<file path="config.mk">
export PLATFORM = sky130hd
export DESIGN_NAME = json_array_object_splitter_top
export DESIGN_NICKNAME = d
export VERILOG_FILES = /design/src/sv/jaos_pkg.sv /design/src/sv/jaos_in_stage.sv /design/src/sv/jaos_core.sv /design/src/sv/jaos_out_stage.sv /design/src/sv/json_array_object_splitter_top.sv
export SDC_FILE = /design/constraint.sdc
export NUM_CORES = 1
export LEC_CHECK = 0
export ABC_AREA = 1
export BUFFER_PORTS_ARGS = -buffer_cell sky130_fd_sc_hd__buf_2
export CAP_MARGIN = 20
export CORE_MARGIN = 2
export CORE_UTILIZATION = 58
export CTS_CLUSTER_DIAMETER = 100
export DETAILED_ROUTE_END_ITERATION = 12
export PLACE_DENSITY = 0.79
export SKIP_CTS_REPAIR_TIMING = 1
export SLEW_MARGIN = 40
export SYNTH_ARGS = -nofsm -noshare
export SYNTH_HDL_FRONTEND = slang
export SYNTH_SLANG_ARGS = --single-unit
export TNS_END_PERCENT = 5
</file>
<file path="constraint.sdc">
create_clock -name clk -period 2.5 [get_ports clk]
set_input_delay 0 -clock clk [delete_from_list [all_inputs] [get_ports clk]]
set_output_delay 0 -clock clk [all_outputs]
set_load 0.03 [all_outputs]
</file>
<file path="src/sv/jaos_pkg.sv">
// ----------------------------------------------------------------------------
// JSON array splitter package
// Shared codes, characters and beat types.
// ----------------------------------------------------------------------------
package jaos_pkg;

  typedef enum logic [2:0] {
    ST_SKIP  = 3'd0,
    ST_BYTE  = 3'd1,
    ST_LAST  = 3'd2,
    ST_DONE  = 3'd3,
    ST_ERROR = 3'd4
  } status_t;

  typedef enum logic [2:0] {
    CAUSE_NONE       = 3'd0,
    CAUSE_UNEXPECTED = 3'd1,
    CAUSE_LONG       = 3'd2,
    CAUSE_DEEP       = 3'd3,
    CAUSE_EARLY      = 3'd4,
    CAUSE_EARLIER    = 3'd5
  } cause_t;

  // Configuration register indexes
  localparam logic REG_LENGTH_LIMIT = 1'b0;
  localparam logic REG_DEPTH_LIMIT  = 1'b1;

  localparam logic [9:0] LENGTH_LIMIT_RST = 10'd639;
  localparam logic [3:0] DEPTH_LIMIT_RST  = 4'd8;

  localparam logic [7:0] CH_LBRACE  = 8'h7B;
  localparam logic [7:0] CH_RBRACE  = 8'h7D;
  localparam logic [7:0] CH_LBRACK  = 8'h5B;
  localparam logic [7:0] CH_RBRACK  = 8'h5D;
  localparam logic [7:0] CH_COMMA   = 8'h2C;
  localparam logic [7:0] CH_QUOTE   = 8'h22;
  localparam logic [7:0] CH_BSLASH  = 8'h5C;
  localparam logic [7:0] CH_SPACE   = 8'h20;
  localparam logic [7:0] CH_TAB     = 8'h09;
  localparam logic [7:0] CH_CR      = 8'h0D;
  localparam logic [7:0] CH_LF      = 8'h0A;

  typedef struct packed {
    logic       op;       // 1: end of stream
    logic [7:0] in_byte;
  } item_t;

  typedef struct packed {
    status_t     status;
    logic [7:0]  out_byte;
    logic [15:0] object_number;
    cause_t      error_cause;
  } res_t;

endpackage

</file>
<file path="src/sv/jaos_in_stage.sv">
// ----------------------------------------------------------------------------
// JSON array splitter input stage
// Registers one input beat and holds it until the core consumes it.
// ----------------------------------------------------------------------------
module jaos_in_stage import jaos_pkg::*; (
  input  logic  clk,
  input  logic  rst_n,
  input  logic  in_valid,
  output logic  in_ready,
  input  item_t in_item,
  input  logic  take,
  output logic  valid,
  output item_t item
);

  logic  valid_r;
  item_t item_r;

  assign in_ready = !valid_r || take;
  assign valid    = valid_r;
  assign item     = item_r;

  always_ff @(posedge clk) begin
    if (!rst_n) begin
      valid_r <= 1'b0;
    end else if (in_ready) begin
      valid_r <= in_valid;
    end
  end

  always_ff @(posedge clk) begin
    if (in_ready && in_valid) begin
      item_r <= in_item;
    end
  end

endmodule

</file>
<file path="src/sv/jaos_core.sv">
// ----------------------------------------------------------------------------
// JSON array splitter core
// Parse state, limits and the per-byte step from held beat to result.
// ----------------------------------------------------------------------------
module jaos_core import jaos_pkg::*; #(
  parameter int MAX_OBJECT_BYTES = 1024
) (
  input  logic       clk,
  input  logic       rst_n,
  input  logic       cfg_we,
  input  logic       cfg_idx,
  input  logic [9:0] cfg_wdata,
  input  item_t      item,
  input  logic       advance,
  output res_t       res
);

  localparam int OBW = $clog2(MAX_OBJECT_BYTES);
  localparam int CW  = (OBW > 10) ? OBW : 10;
  localparam logic [CW-1:0] CAP_MAX = CW'(MAX_OBJECT_BYTES - 1);

  typedef enum logic [2:0] {
    PH_OPEN, PH_FIRST, PH_OBJECT, PH_AFTER, PH_NEXT, PH_END, PH_DONE, PH_ERROR
  } phase_t;

  phase_t         phase_r, phase_nxt;
  logic [3:0]     depth_r, depth_nxt;
  logic           quote_r, quote_nxt;
  logic           bslash_r, bslash_nxt;
  logic [OBW-1:0] obytes_r, obytes_nxt;
  logic [15:0]    seen_r, seen_nxt;
  logic [9:0]     len_limit_r;
  logic [3:0]     depth_limit_r;

  logic [CW-1:0]  limit_ext, cap, obytes_ext;
  logic [7:0]     c;
  logic           blank, do_fail, start;
  cause_t         fail_cause;

  assign c          = item.in_byte;
  assign limit_ext  = CW'(len_limit_r);
  assign cap        = (limit_ext > CAP_MAX) ? CAP_MAX : limit_ext;
  assign obytes_ext = CW'(obytes_r);
  assign blank      = (c == CH_SPACE) || (c == CH_TAB) || (c == CH_CR) || (c == CH_LF);

  always_comb begin
    phase_nxt  = phase_r;
    depth_nxt  = depth_r;
    quote_nxt  = quote_r;
    bslash_nxt = bslash_r;
    obytes_nxt = obytes_r;
    seen_nxt   = seen_r;
    do_fail    = 1'b0;
    fail_cause = CAUSE_UNEXPECTED;
    start      = 1'b0;
    res.status        = ST_SKIP;
    res.out_byte      = 8'd0;
    res.object_number = seen_r;
    res.error_cause   = CAUSE_NONE;

    if (phase_r == PH_ERROR) begin
      res.status      = ST_ERROR;
      res.error_cause = CAUSE_EARLIER;
    end else if (phase_r == PH_DONE) begin
      if (item.op) begin
        res.status = ST_DONE;
      end else begin
        do_fail = 1'b1;
      end
    end else if (item.op) begin
      if (phase_r == PH_END) begin
        phase_nxt  = PH_DONE;
        res.status = ST_DONE;
      end else begin
        do_fail    = 1'b1;
        fail_cause = CAUSE_EARLY;
      end
    end else if (phase_r == PH_OBJECT) begin
      if (obytes_ext >= cap) begin
        do_fail    = 1'b1;
        fail_cause = CAUSE_LONG;
      end else begin
        obytes_nxt   = obytes_r + 1'b1;
        res.status   = ST_BYTE;
        res.out_byte = c;
        if (quote_r) begin
          if (bslash_r) begin
            bslash_nxt = 1'b0;
          end else if (c == CH_BSLASH) begin
            bslash_nxt = 1'b1;
          end else if (c == CH_QUOTE) begin
            quote_nxt = 1'b0;
          end
        end else if (c == CH_QUOTE) begin
          quote_nxt = 1'b1;
        end else if ((c == CH_LBRACE) || (c == CH_LBRACK)) begin
          if (({1'b0, depth_r} + 5'd1) > {1'b0, depth_limit_r}) begin
            do_fail    = 1'b1;
            fail_cause = CAUSE_DEEP;
          end else begin
            depth_nxt = depth_r + 4'd1;
          end
        end else if ((c == CH_RBRACE) || (c == CH_RBRACK)) begin
          depth_nxt = depth_r - 4'd1;
          if (depth_r == 4'd1) begin
            res.status = ST_LAST;
            phase_nxt  = PH_AFTER;
            if (seen_r != 16'hFFFF) begin
              seen_nxt = seen_r + 16'd1;
            end
          end
        end
      end
    end else if (!blank) begin
      case (phase_r)
        PH_OPEN: begin
          if (c == CH_LBRACK) begin
            phase_nxt = PH_FIRST;
          end else begin
            do_fail = 1'b1;
          end
        end
        PH_FIRST: begin
          if (c == CH_LBRACE) begin
            start = 1'b1;
          end else if (c == CH_RBRACK) begin
            phase_nxt = PH_END;
          end else begin
            do_fail = 1'b1;
          end
        end
        PH_AFTER: begin
          if (c == CH_COMMA) begin
            phase_nxt = PH_NEXT;
          end else if (c == CH_RBRACK) begin
            phase_nxt = PH_END;
          end else begin
            do_fail = 1'b1;
          end
        end
        PH_NEXT: begin
          if (c == CH_LBRACE) begin
            start = 1'b1;
          end else begin
            do_fail = 1'b1;
          end
        end
        default: begin
          do_fail = 1'b1;
        end
      endcase
    end

    if (start) begin
      phase_nxt    = PH_OBJECT;
      depth_nxt    = 4'd1;
      quote_nxt    = 1'b0;
      bslash_nxt   = 1'b0;
      obytes_nxt   = OBW'(1);
      res.status   = ST_BYTE;
      res.out_byte = CH_LBRACE;
    end

    if (do_fail) begin
      phase_nxt       = PH_ERROR;
      res.status      = ST_ERROR;
      res.out_byte    = 8'd0;
      res.error_cause = fail_cause;
    end
  end

  always_ff @(posedge clk) begin
    if (!rst_n) begin
      phase_r       <= PH_OPEN;
      depth_r       <= 4'd0;
      quote_r       <= 1'b0;
      bslash_r      <= 1'b0;
      obytes_r      <= '0;
      seen_r        <= 16'd0;
      len_limit_r   <= LENGTH_LIMIT_RST;
      depth_limit_r <= DEPTH_LIMIT_RST;
    end else begin
      if (advance) begin
        phase_r  <= phase_nxt;
        depth_r  <= depth_nxt;
        quote_r  <= quote_nxt;
        bslash_r <= bslash_nxt;
        obytes_r <= obytes_nxt;
        seen_r   <= seen_nxt;
      end
      if (cfg_we) begin
        case (cfg_idx)
          REG_LENGTH_LIMIT: len_limit_r   <= cfg_wdata;
          REG_DEPTH_LIMIT:  depth_limit_r <= cfg_wdata[3:0];
          default: ;
        endcase
      end
    end
  end

endmodule

</file>
<file path="src/sv/jaos_out_stage.sv">
// ----------------------------------------------------------------------------
// JSON array splitter output stage
// Result register that holds a beat until the sink takes it.
// ----------------------------------------------------------------------------
module jaos_out_stage import jaos_pkg::*; (
  input  logic clk,
  input  logic rst_n,
  input  logic load_valid,
  output logic load_ready,
  input  res_t load_res,
  output logic out_valid,
  input  logic out_ready,
  output res_t out_res
);

  logic valid_r;
  res_t res_r;

  assign load_ready = !valid_r || out_ready;
  assign out_valid  = valid_r;
  assign out_res    = res_r;

  always_ff @(posedge clk) begin
    if (!rst_n) begin
      valid_r <= 1'b0;
    end else if (load_ready) begin
      valid_r <= load_valid;
    end
  end

  always_ff @(posedge clk) begin
    if (load_ready && load_valid) begin
      res_r <= load_res;
    end
  end

endmodule

</file>
<file path="src/sv/json_array_object_splitter_top.sv">
// ----------------------------------------------------------------------------
// JSON array object splitter
// Splits a byte stream holding one JSON array of objects into object bytes,
// marks the closing byte of each object and flags malformed input.
// ----------------------------------------------------------------------------
//  channel | direction | tdata / data           | tuser / index
//  in_     | slave     | in_byte                | op (1 = end of stream)
//  out_    | master    | out_byte, object_number, error_cause | status
//  cfg_    | write     | register value (10 b)  | cfg_index: register number
//
// One beat per cycle sustained while out_ is not stalled; each beat passes
// the input register, then the result register after one step of logic.
// The parse state feeds back only into the single step, so back-to-back
// beats never wait. Reset (rst_n low, synchronous) empties both registers
// and returns the parser to "expect opening bracket" with the default limits.
// A stall on out_ holds the result; in_tready then drops once the input
// register is also full. cfg_ is always ready.
// ----------------------------------------------------------------------------
module json_array_object_splitter_top import jaos_pkg::*; #(
  parameter int MAX_OBJECT_BYTES = 1024
) (
  input  logic        clk,
  input  logic        rst_n,
  // input stream
  input  logic        in_tvalid,
  output logic        in_tready,
  input  logic [7:0]  in_tdata,   // [7:0] in_byte
  input  logic        in_tuser,   // [0] op
  // result stream
  output logic        out_tvalid,
  input  logic        out_tready,
  output logic [31:0] out_tdata,  // [7:0] out_byte, [23:8] object_number,
                                  // [26:24] error_cause, [31:27] zero
  output logic [2:0]  out_tuser,  // [2:0] status
  // configuration writes
  input  logic        cfg_valid,
  output logic        cfg_ready,
  input  logic        cfg_index,
  input  logic [9:0]  cfg_data
);

  item_t in_item, held_item;
  logic  held_valid;
  logic  load_ready;
  logic  advance;
  res_t  step_res, out_res;

  assign in_item.op      = in_tuser;
  assign in_item.in_byte = in_tdata;

  // Consume the held beat whenever the result register can take it.
  assign advance   = held_valid && load_ready;
  assign cfg_ready = 1'b1;

  jaos_in_stage u_in (
    .clk      (clk),
    .rst_n    (rst_n),
    .in_valid (in_tvalid),
    .in_ready (in_tready),
    .in_item  (in_item),
    .take     (advance),
    .valid    (held_valid),
    .item     (held_item)
  );

  jaos_core #(
    .MAX_OBJECT_BYTES (MAX_OBJECT_BYTES)
  ) u_core (
    .clk       (clk),
    .rst_n     (rst_n),
    .cfg_we    (cfg_valid && cfg_ready),
    .cfg_idx   (cfg_index),
    .cfg_wdata (cfg_data),
    .item      (held_item),
    .advance   (advance),
    .res       (step_res)
  );

  jaos_out_stage u_out (
    .clk        (clk),
    .rst_n      (rst_n),
    .load_valid (held_valid),
    .load_ready (load_ready),
    .load_res   (step_res),
    .out_valid  (out_tvalid),
    .out_ready  (out_tready),
    .out_res    (out_res)
  );

  // Pack result fields, lowest first; pad to whole bytes.
  assign out_tdata = {5'd0, out_res.error_cause, out_res.object_number, out_res.out_byte};
  assign out_tuser = out_res.status;

endmodule

</file>
# Word level (Yosys, flattened, before mapping)
# Cells that the tools add are included.
# word_totals
regBits,90
latchBits,0
ramBits,0
romBits,0
in_bits,25
out_inout_bits,38
n_memories,0
# op_classes
addsub,5
mul,0
n_div,0
n_lt_le_gt_ge,3
eq_ne,39
shift,0
n_mux,110
bitwise,9
reduce_logical,26
# ops
cell,n
3-bit 2-to-1 mux,36
10-bit 2-to-1 mux,7
1-bit 2-to-1 mux,44
4-bit 2-to-1 mux,11
8-bit by 7-bit equality test with 1-bit output (second input constant),5
11-bit 2-to-1 mux,3
5-bit by 3-bit inequality test with 1-bit output (second input constant),5
8-bit by 4-bit equality test with 1-bit output (second input constant),3
8-bit by 6-bit equality test with 1-bit output (second input constant),3
8-bit 2-to-1 mux,3
16-bit by 1-bit adder with 16-bit output (second input constant),1
16-bit inequality test (second input constant),1
14-bit AND reduction,1
3-bit equality test (second input constant),4
12-bit AND reduction,1
10-bit by 1-bit adder with 10-bit output (second input constant),1
10-bit greater-or-equal comparator,1
10-bit greater-than comparator (second input constant),1
2-bit by 1-bit inequality test with 1-bit output (second input constant),5
5-bit inequality test (second input constant),2
10-bit AND reduction,1
1-bit NOT,9
3-bit one-hot mux with 3 select lines,1
2-bit 2-to-1 mux,4
27 further kinds,39

# Depth between registers and ports, before layout
# Gate-level depths: netlist of run 1.
# logic_depth
depth_word,13
ltp_mapped,19
mapped_depth_nobuf,18

# Modules after synthesis
# A second synthesis of run 1 with hierarchy kept.
# hier_totals
cells_unflattened,603
area_unflattened_um2,4747.1
# modules_own_cells
mod,n_inst,cells_each,area_each_um2,seq_area_each_um2
jaos_core,1,540,3413.3,980.9
jaos_out_stage,1,37,952.2,920.9
jaos_in_stage,1,16,321.6,290.3
json_array_object_splitter_top,1,10,60.1,0.0

# Least setup slack after synthesis of run 1
# No wires, ideal clock.
# synth_path
path_kind,reg2reg
startpoint,register u_out.valid_r (netlist: u_out.out_valid)
endpoint,register u_core.seen_r[12]
setup_ns,0.064
arrival_ns,2.278
required_time_ns,2.436
slack_ns,0.159
path_stages_with_launch,14
path_buffers,0
synth_period_minus_slack_ns,2.341
path_cell_list,dfxtp_1 nand2_1 nand2_1 inv_1 nand3_1 nor3_2 nand2_2 clkinv_2 nand3_2 nor3_4 nand2_1 nand2_1 inv_1 nor2_1
# synth_via
elab_chain_len,4
# synth_rtl
element,line_no,rtl
from (decl),jaos_out_stage.sv:16,logic valid_r;
from (signal assigned),jaos_out_stage.sv:27,valid_r <= load_valid;
1-bit logical NOT,jaos_out_stage.sv:19,assign load_ready = !valid_r || out_ready;
1-bit logical OR,jaos_out_stage.sv:19,
1-bit logical AND,json_array_object_splitter_top.sv:52,assign advance = held_valid && load_ready;
net advance,json_array_object_splitter_top.sv:45,logic advance;
12-bit AND reduction (no source line),--,
to (signal assigned),jaos_core.sv:189,seen_r <= seen_nxt;
to (decl),jaos_core.sv:31,"logic [15:0] seen_r, seen_nxt;"
# The timed path passes the listed nets, and every way through them passes these cells.
# A chain may end at the register's enable or synchronous reset.

# Worst setup path after layout of run 1
# layout_path
startpoint,register u_core.depth_r[0]
endpoint,register u_core.phase_r[1]
# layout_via
elab_chain_len,13
word_cells_on_any_way,27
cone_classes,add/sub (1); order compare (1); eq/ne (13); mux (10); reduce/logical (2)
# layout_rtl
element,line_no,rtl
from (decl),jaos_core.sv:27,"logic [3:0] depth_r, depth_nxt;"
from (signal assigned),jaos_core.sv:185,depth_r <= depth_nxt;
4-bit by 1-bit adder with 5-bit output,jaos_core.sv:97,"if (({1'b0, depth_r} + 5'd1) > {1'b0, depth_limit_r}) begin"
5-bit by 4-bit greater-than comparator with 1-bit output,jaos_core.sv:97,
1-bit 2-to-1 mux,jaos_core.sv:97,
1-bit 2-to-1 mux,jaos_core.sv:96,end else if ((c == CH_LBRACE) || (c == CH_LBRACK)) begin
1-bit 2-to-1 mux,jaos_core.sv:94,end else if (c == CH_QUOTE) begin
1-bit 2-to-1 mux,jaos_core.sv:86,if (quote_r) begin
1-bit 2-to-1 mux,jaos_core.sv:79,if (obytes_ext >= cap) begin
1-bit 2-to-1 mux,jaos_core.sv:78,end else if (phase_r == PH_OBJECT) begin
1-bit 2-to-1 mux,jaos_core.sv:70,end else if (item.op) begin
1-bit 2-to-1 mux,jaos_core.sv:64,end else if (phase_r == PH_DONE) begin
1-bit 2-to-1 mux,jaos_core.sv:61,if (phase_r == PH_ERROR) begin
6-bit by 3-bit inequality test with 1-bit output (no source line) (tied with other cells),--,
14-bit AND reduction (no source line),--,
to (signal assigned),jaos_core.sv:184,phase_r <= phase_nxt;
to (decl),jaos_core.sv:26,"phase_t phase_r, phase_nxt;"
# Several ways; a longest one is shown, not always the timed one.

==> flow_metrics.tcl, run 1 <==
set metrics [dict create \
    status "completed" \
    instances_no_fill 788 \
    track_usage_pct 24.2 \
    synth_compound_area_share_pct 10.4 \
    critPathArrivalTime_ns 2.72 \
    min_delay_path_depth 3 \
    timing.clock.skew_ns 0.0155 \
    chipWidth_um 94.1 \
    portBuffers 56 \
    clock_sinks 90 \
    clock-root-buffer "clkbuf_8" \
    viasPerCell 5.32 \
    htree_levels 3 \
    antenna_found_initial 0 \
    yosysTopAreaCell "edfxtp_1" \
    power_mw 2.92 \
    syn_inst 595 \
    synth.area.mux_share_pct 0 \
    route.antenna.remaining_nets 0 \
    synth_top_family_by_area "simple AND/OR/NAND/NOR gates" \
    first_pass_iters 5 \
    grt_pass1_vias 3711 \
    hpwl_um 7620 \
    max_stage_delay_ns 0.37 \
    grt_max_degree 31 \
    io-pin-count 63 \
    avgSynthCellArea_um2 7.92 \
    die_h_um 94.1 \
    critPathMostFrequentCell "nor2_1" \
    route.detailed.drc 0 \
    wl_per_cell_um 13.7 \
    min_path_type "input pin to register" \
    die_area_um2 8860 \
    crit_slowest_cell "dfxtp_4" \
    rsz0062_at_grt "yes" \
    required_ns 2.79 \
    synth_fa_ha_area_share_pct 5.05 \
    hold_ws_ns 0.0277 \
    ir_drop_v 0.000373 \
    drive_above_1_share_pct 17.5 \
    hold_start "cfg_index" \
    cts_tree "yes" \
    clk_pin_slew_ns 0.09 \
    synthTopCellsByArea "edfxtp_1 25%, dfxtp_1 22%, nand2_1 9.4%" \
    clockBufferDepth 2 \
    timing.slew.headroom_pct 62.7 \
    drtIter0Drc 314 \
    drt-total-wl_um 10800 \
    overflow 0 \
    r2r_end "u_core.phase_r[1]" \
    netlist-cell-type-count 40 \
    synth_xor_area_share_pct 2.42 \
    crit_chain "ha_1, xor2_1, ha_1, nand3_1, nor2_1, nor2_1, nand3_1, nand2_2, nand3_1, nand2_2, nand2_4, nand2_1, nand2_1, nor2_2, nor2_1, nor2_1" \
    drv_cap 0 \
    synth_edf_count 39 \
    design.core.area_um2 7810 \
    netlist_area_um2 4710 \
    crit_path_end_kind "register" \
    gp_congestion 0.888 \
    fin_nets 725 \
    r2r_start "u_core.depth_r[0]" \
    ys_warn_count 0 \
    ys_ff_latch 90 \
    hold_violations 0 \
    critPathLaunch "u_core.depth_r[0]" \
    leakage_nw 2.38 \
    fin_crit_sh_pct 97.2 \
    cts_buffers 9 \
    synthArstFlopShare_pct 0 \
    worst_setup_path_start_kind "register" \
    rr_worst_depth 16 \
    ff2ff_setup_slack_ns 0.07 \
    synthSimpleGateAreaFrac_pct 26.5 \
    period_needed_ns 2.43 \
    worstMarginPinSlew_ns 0.559 \
    antenna_cells 0 \
    ys.flop_type "dfxtp_1" \
    vias 4191 \
    worst_hold_path.endpoint "u_core.depth_limit_r[1]" \
    synth-seq-area-share_pct 46.5 \
    synthToLayoutAreaGrowth_pct 18.6 \
    finalSetupViolations 0 \
    synth_top_area_share_pct 24.9 \
    placed_cells 748 \
    num_rows 32 \
    grt_pass1_wl_um 16800 \
    worst-setup-path-type "register to register" \
    insertion_delay_ns 0.36 \
    critPathMaxFanout 7 \
    start_util_pct 60.3 \
    p_per_area_nw_per_um2 523 \
    fmax_mhz 411 \
    final_max_slew_viol_count 0 \
]
[through the flow]
step | TNS [ns] | cell area (um^2) | setup slack [ns] | utilization [%]
2_1_floorplan | 0 | 4720 | 0.159 | -
3_3_place_gp | 0 | 5090 | 0.146 | 65.2
5_1_grt | -0.155 | 5590 | -0.0566 | 71.6
3_5_place_dp | 0 | 5090 | 0.0149 | 65.2
6_report | 0 | 5590 | 0.0696 | 71.6
4_1_cts | -0.0215 | 5270 | -0.0181 | 67.5
[cell families after synthesis]
| logic type | count (synthesis) |
|---|---|
| AOI/OAI and AO/OA | 86 |
| xor gates and xnor gates | 13 |
| adders and majority gates | 19 |
| buffers and inverters | 104 |
| DFF | 90 |
| other | 2 |
| and+or+nand+nor | 281 |
[cells in the mapped netlist (all sizes together), types with 2 or more instances]
library cell	number
nor3	11
nand2	126
nor2	90
clkbuf	5
a31oi	2
dfxtp	51
edfxtp	39
ha	19
o21ai	21
nand4	11
xnor2	3
nor4	4
conb	2
clkinv	2
inv	88
a211oi	4
xor2	10
a21oi	42
o211ai	9
o31ai	2
nand3	37
buf	9
[cell type report]
cell class / count / area [um^2]
well taps: 102 / 128
inverters: 90 / 342
clock inverters: 6 / 46.3
clock buffers: 10 / 138
repair buffers: 85 / 551
flip-flops and latches: 90 / 2200
fillers: 643 / 2220
multi-input cells: 405 / 2180
[worst max path at each step]
stage               depth (start not counted)                end  slack (ns)
floorplan                                  13  u_core.seen_r[12]        0.16
global placement                           15  u_core.phase_r[2]        0.15
detailed placement                         15  u_core.phase_r[0]        0.01
CTS                                        15  u_core.phase_r[0]       -0.02
global route                               16  u_core.phase_r[2]       -0.06
finish                                     16  u_core.phase_r[1]        0.07
[placed cells by master, fill, tap and decap left out, types with 2 or more instances in the layout]
master           n
buf_4            8
nor3_2           2
edfxtp_1        39
nor2_4           3
o31ai_1          2
ha_1            18
nor3_1           7
nor3_4           2
o21ai_0         20
nor2_2           5
nand2_2          9
o211ai_1         9
nand2_1        116
nor2_1          82
a211oi_1         4
nand3_1         34
nor4_1           4
inv_6            2
a31oi_1          2
xor2_1           9
clkinv_1         2
dfxtp_4          2
dfxtp_1         47
a21oi_1         41
clkbuf_8        10
inv_2            7
buf_2           56
conb_1           6
inv_1           80
xnor2_1          3
dlygate4sd3_1   21
nand4_1         11
nand3_4          2
dfxtp_2          2
clkinv_2         2
[power by group]
group	leakage, nW	total [mW]	switching, mW	internal [mW]
sequential	0.788	1.62	0.0336	1.58
clock	0.0966	0.931	0.531	0.399
combinational	1.49	0.376	0.251	0.125
total	2.38	2.92	0.816	2.11
[worst max-delay path, delay by kind of cell, from the launching register on]
family	cells	cell delay [ns]
DFF	1	0.37
adders and majority gates	2	0.52
xor gates and xnor gates	1	0.23
and+or+nand+nor	13	1.24
[registers in the layout, summed over array words and instances (netlist names)]
signal,count
u_core.seen_r,16
u_out.out_res,30
u_core.quote_r,1
u_core.depth_limit_r,4
u_core.depth_r,4
u_core.phase_r,3
u_in.item,9
u_core.bslash_r,1
u_core.obytes_ext,10
u_out.out_valid,1
u_in.valid,1
u_core.len_limit_r,10
[per-layer routing]
metal	track usage [%]	part of all wire (%)	vias to the layer above
met5	0	0	-
met4	10.5	2.1	0
met3	3.77	6.0	18
met2	39.3	49	168
met1	31.9	43	1892
li1	-	-	2113
(Power assumes the default switching activity.)
==> inputs of run 2 (changes only) <==
--- a/config.mk
+++ b/config.mk
@@ -9,10 +9,10 @@
 export BUFFER_PORTS_ARGS = -buffer_cell sky130_fd_sc_hd__buf_2
 export CAP_MARGIN = 20
 export CORE_MARGIN = 2
-export CORE_UTILIZATION = 58
+export CORE_UTILIZATION = 42
 export CTS_CLUSTER_DIAMETER = 100
 export DETAILED_ROUTE_END_ITERATION = 12
-export PLACE_DENSITY = 0.79
+export PLACE_DENSITY = 0.6
 export SKIP_CTS_REPAIR_TIMING = 1
 export SLEW_MARGIN = 40
 export SYNTH_ARGS = -nofsm -noshare
==> run 2 against run 1 <==
  * Clock-buffer cell count grew 2
  * Die area grew 36%
  * Sequential cell count is the same
  * Sequential share of layout area shrank 0.28 points
  * Hold slack lost 0.017 ns
  * Utilization shrank 20 points
  * Sequential power is essentially flat
  * Wire length grew 0.63%
  * Final area grew 0.78%
  * Critical path type unchanged
  * Largest power group unchanged
==> flow_metrics.tcl, run 2 (same netlist as run 1, synthesis figures left out) <==
set metrics [dict create \
    grt_pass1_wl_um 17400 \
    required_ns 2.77 \
    min_delay_path_depth 3 \
    grt_max_degree 31 \
    insertion_delay_ns 0.37 \
    vias 4061 \
    p_per_area_nw_per_um2 523 \
    layout_common_cells "116 x nand2_1, 82 x nor2_1, 80 x inv_1, 56 x buf_2, 46 x dfxtp_1" \
    overflow 0 \
    busiest_layer "met2" \
    hpwl_um 7990 \
    final_common_cell "nand2_1" \
    worstMarginPinSlew_ns 0.576 \
    crit_buf_inv 0 \
    min_path_type "input pin to register" \
    worst-setup-path-type "register to register" \
    period_needed_ns 2.29 \
    ff2ff_setup_slack_ns 0.21 \
    die_area_um2 12100 \
    final_max_slew_viol_count 0 \
    htree_levels 3 \
    design.core.area_um2 10900 \
    num_rows 38 \
    fin_setup_tns_ns 0 \
    clk_pin_slew_ns 0.08 \
    timing.slew.headroom_pct 61.6 \
    io-pin-count 63 \
    hold_start "cfg_index" \
    final_area_um2 5630 \
    clock_sinks 90 \
    crit_slowest_cell "dfxtp_4" \
    antenna_cells 0 \
    finalSetupViolations 0 \
    gp_congestion 0.905 \
    rsz0062_at_grt "yes" \
    antenna_found_initial 0 \
    dpl-instance-area_um2 5140 \
    r2r_end "u_core.phase_r[0]" \
    synthToLayoutAreaGrowth_pct 19.6 \
    chipWidth_um 110 \
    clockBufferDepth 2 \
    worst_hold_path.endpoint "u_core.depth_limit_r[2]" \
    drive_above_1_share_pct 17.7 \
    leakage_nw 2.37 \
    ir_drop_v 0.000274 \
    grt_pass1_vias 3781 \
    drv_cap 0 \
    fin_nets 723 \
    timing.clock.skew_ns 0.00907 \
    cts_buffers 9 \
    cp_top_family "simple AND/OR/NAND/NOR gates" \
    largest_reg_flops 30 \
    critPathMostFrequentCell "nand3_1" \
    fin_util_pct 51.7 \
    drt-total-wl_um 10800 \
    cts_tree "yes" \
    critPathArrivalTime_ns 2.56 \
    crit_path_end_kind "register" \
    worst_setup_path_start_kind "register" \
    met1_usage_pct 24.3 \
    max_stage_delay_ns 0.39 \
    met3_usage_pct 3.85 \
    wl_per_cell_um 13.1 \
    r2r_start "u_core.depth_r[0]" \
    die_h_um 110 \
    start_util_pct 43.3 \
    drtIter0Drc 216 \
    status "completed" \
    route.antenna.remaining_nets 0 \
    met2_usage_pct 30.0 \
    rr_worst_depth 15 \
    clock-root-buffer "clkbuf_8" \
    track_usage_pct 18.7 \
    crit_chain "ha_2, xor2_2, ha_4, nand3_1, nor2_1, nor2_1, nand3_1, nand2_2, nand3_1, nand2_2, nand2_4, a21oi_2, nand3_1, nand2_1, nor2_1" \
    fmax_mhz 436 \
    critPathMaxFanout 7 \
    route.detailed.drc 0 \
    portBuffers 56 \
    nFillCells 1039 \
    first_pass_iters 5 \
    hold_violations 0 \
    viasPerCell 4.93 \
    fin_crit_sh_pct 91.8 \
]
run 2: cell count changes in the layout (fill, tap and decap cells not counted), sizes merged:
cell | before | now
buf | 64 | 62
clkinv | 5 | 4
inv | 91 | 90
clkbuf | 10 | 12
run 2: worst max path at each step:
| stage | startpoint | endpoint | slack, ns | depth (start not counted) |
|---|---|---|---|---|
| 6_report | u_core.depth_r[0] | u_core.phase_r[0] | 0.21 | 15 |
| 5_1_grt | u_core.depth_r[0] | u_core.phase_r[1] | -0.03 | 16 |
| 4_1_cts | u_core.depth_r[0] | u_core.phase_r[0] | -0.01 | 15 |
| 3_5_place_dp | u_core.depth_r[0] | u_core.phase_r[0] | 0.002 | 15 |
| 3_3_place_gp | u_core.depth_r[0] | u_core.phase_r[2] | 0.13 | 15 |
| 2_1_floorplan | u_out.out_valid | u_core.seen_r[12] | 0.16 | 13 |
run 2: metal layers:
layer  wire length (um)  vias up
met2               5090       97
li1                   -     2105
met3                521       17
met1               4980     1842
met4                226        0
met5                  0        -
run 2: area by class of cell:
cell class | instances | area, um^2 | share of cell area [%]
Multi-Input combinational cell | 405 | 2190 | 38.8
Clock buffer | 12 | 166 | 2.96
Sequential cell | 90 | 2200 | 39.1
Inverter | 90 | 342 | 6.07
Timing Repair Buffer | 83 | 536 | 9.51
Clock inverter | 4 | 22.5 | 0.400
Tap cell | 140 | 175 | 3.11
run 2: stage by stage:
step                power (mW)  hold slack, ns  setup WS (ns)  std cells
finish                    2.95          0.0103          0.205        824
global route              3.08          0.0460        -0.0315        824
CTS                       2.94          -0.215        -0.0134        802
detailed placement        1.98           0.181        0.00228        786
global placement          1.98           0.177          0.128        786
floorplan                 1.90          0.0989          0.159        599
run 2: tightest hold or removal path: cells and delay by family:
kind	cells	cell delay, ns
AO/OA/AOI/OAI	1	0.09
buffers and inverters	1	0.10
AND/OR/NAND/NOR	1	0.14
run 2: report_power, final:
group	leakage (nW)	internal [mW]	switching (mW)	total, mW
sequential	0.788	1.58	0.0333	1.62
clock	0.102	0.447	0.510	0.958
combinational	1.48	0.125	0.247	0.372
total	2.37	2.16	0.791	2.95
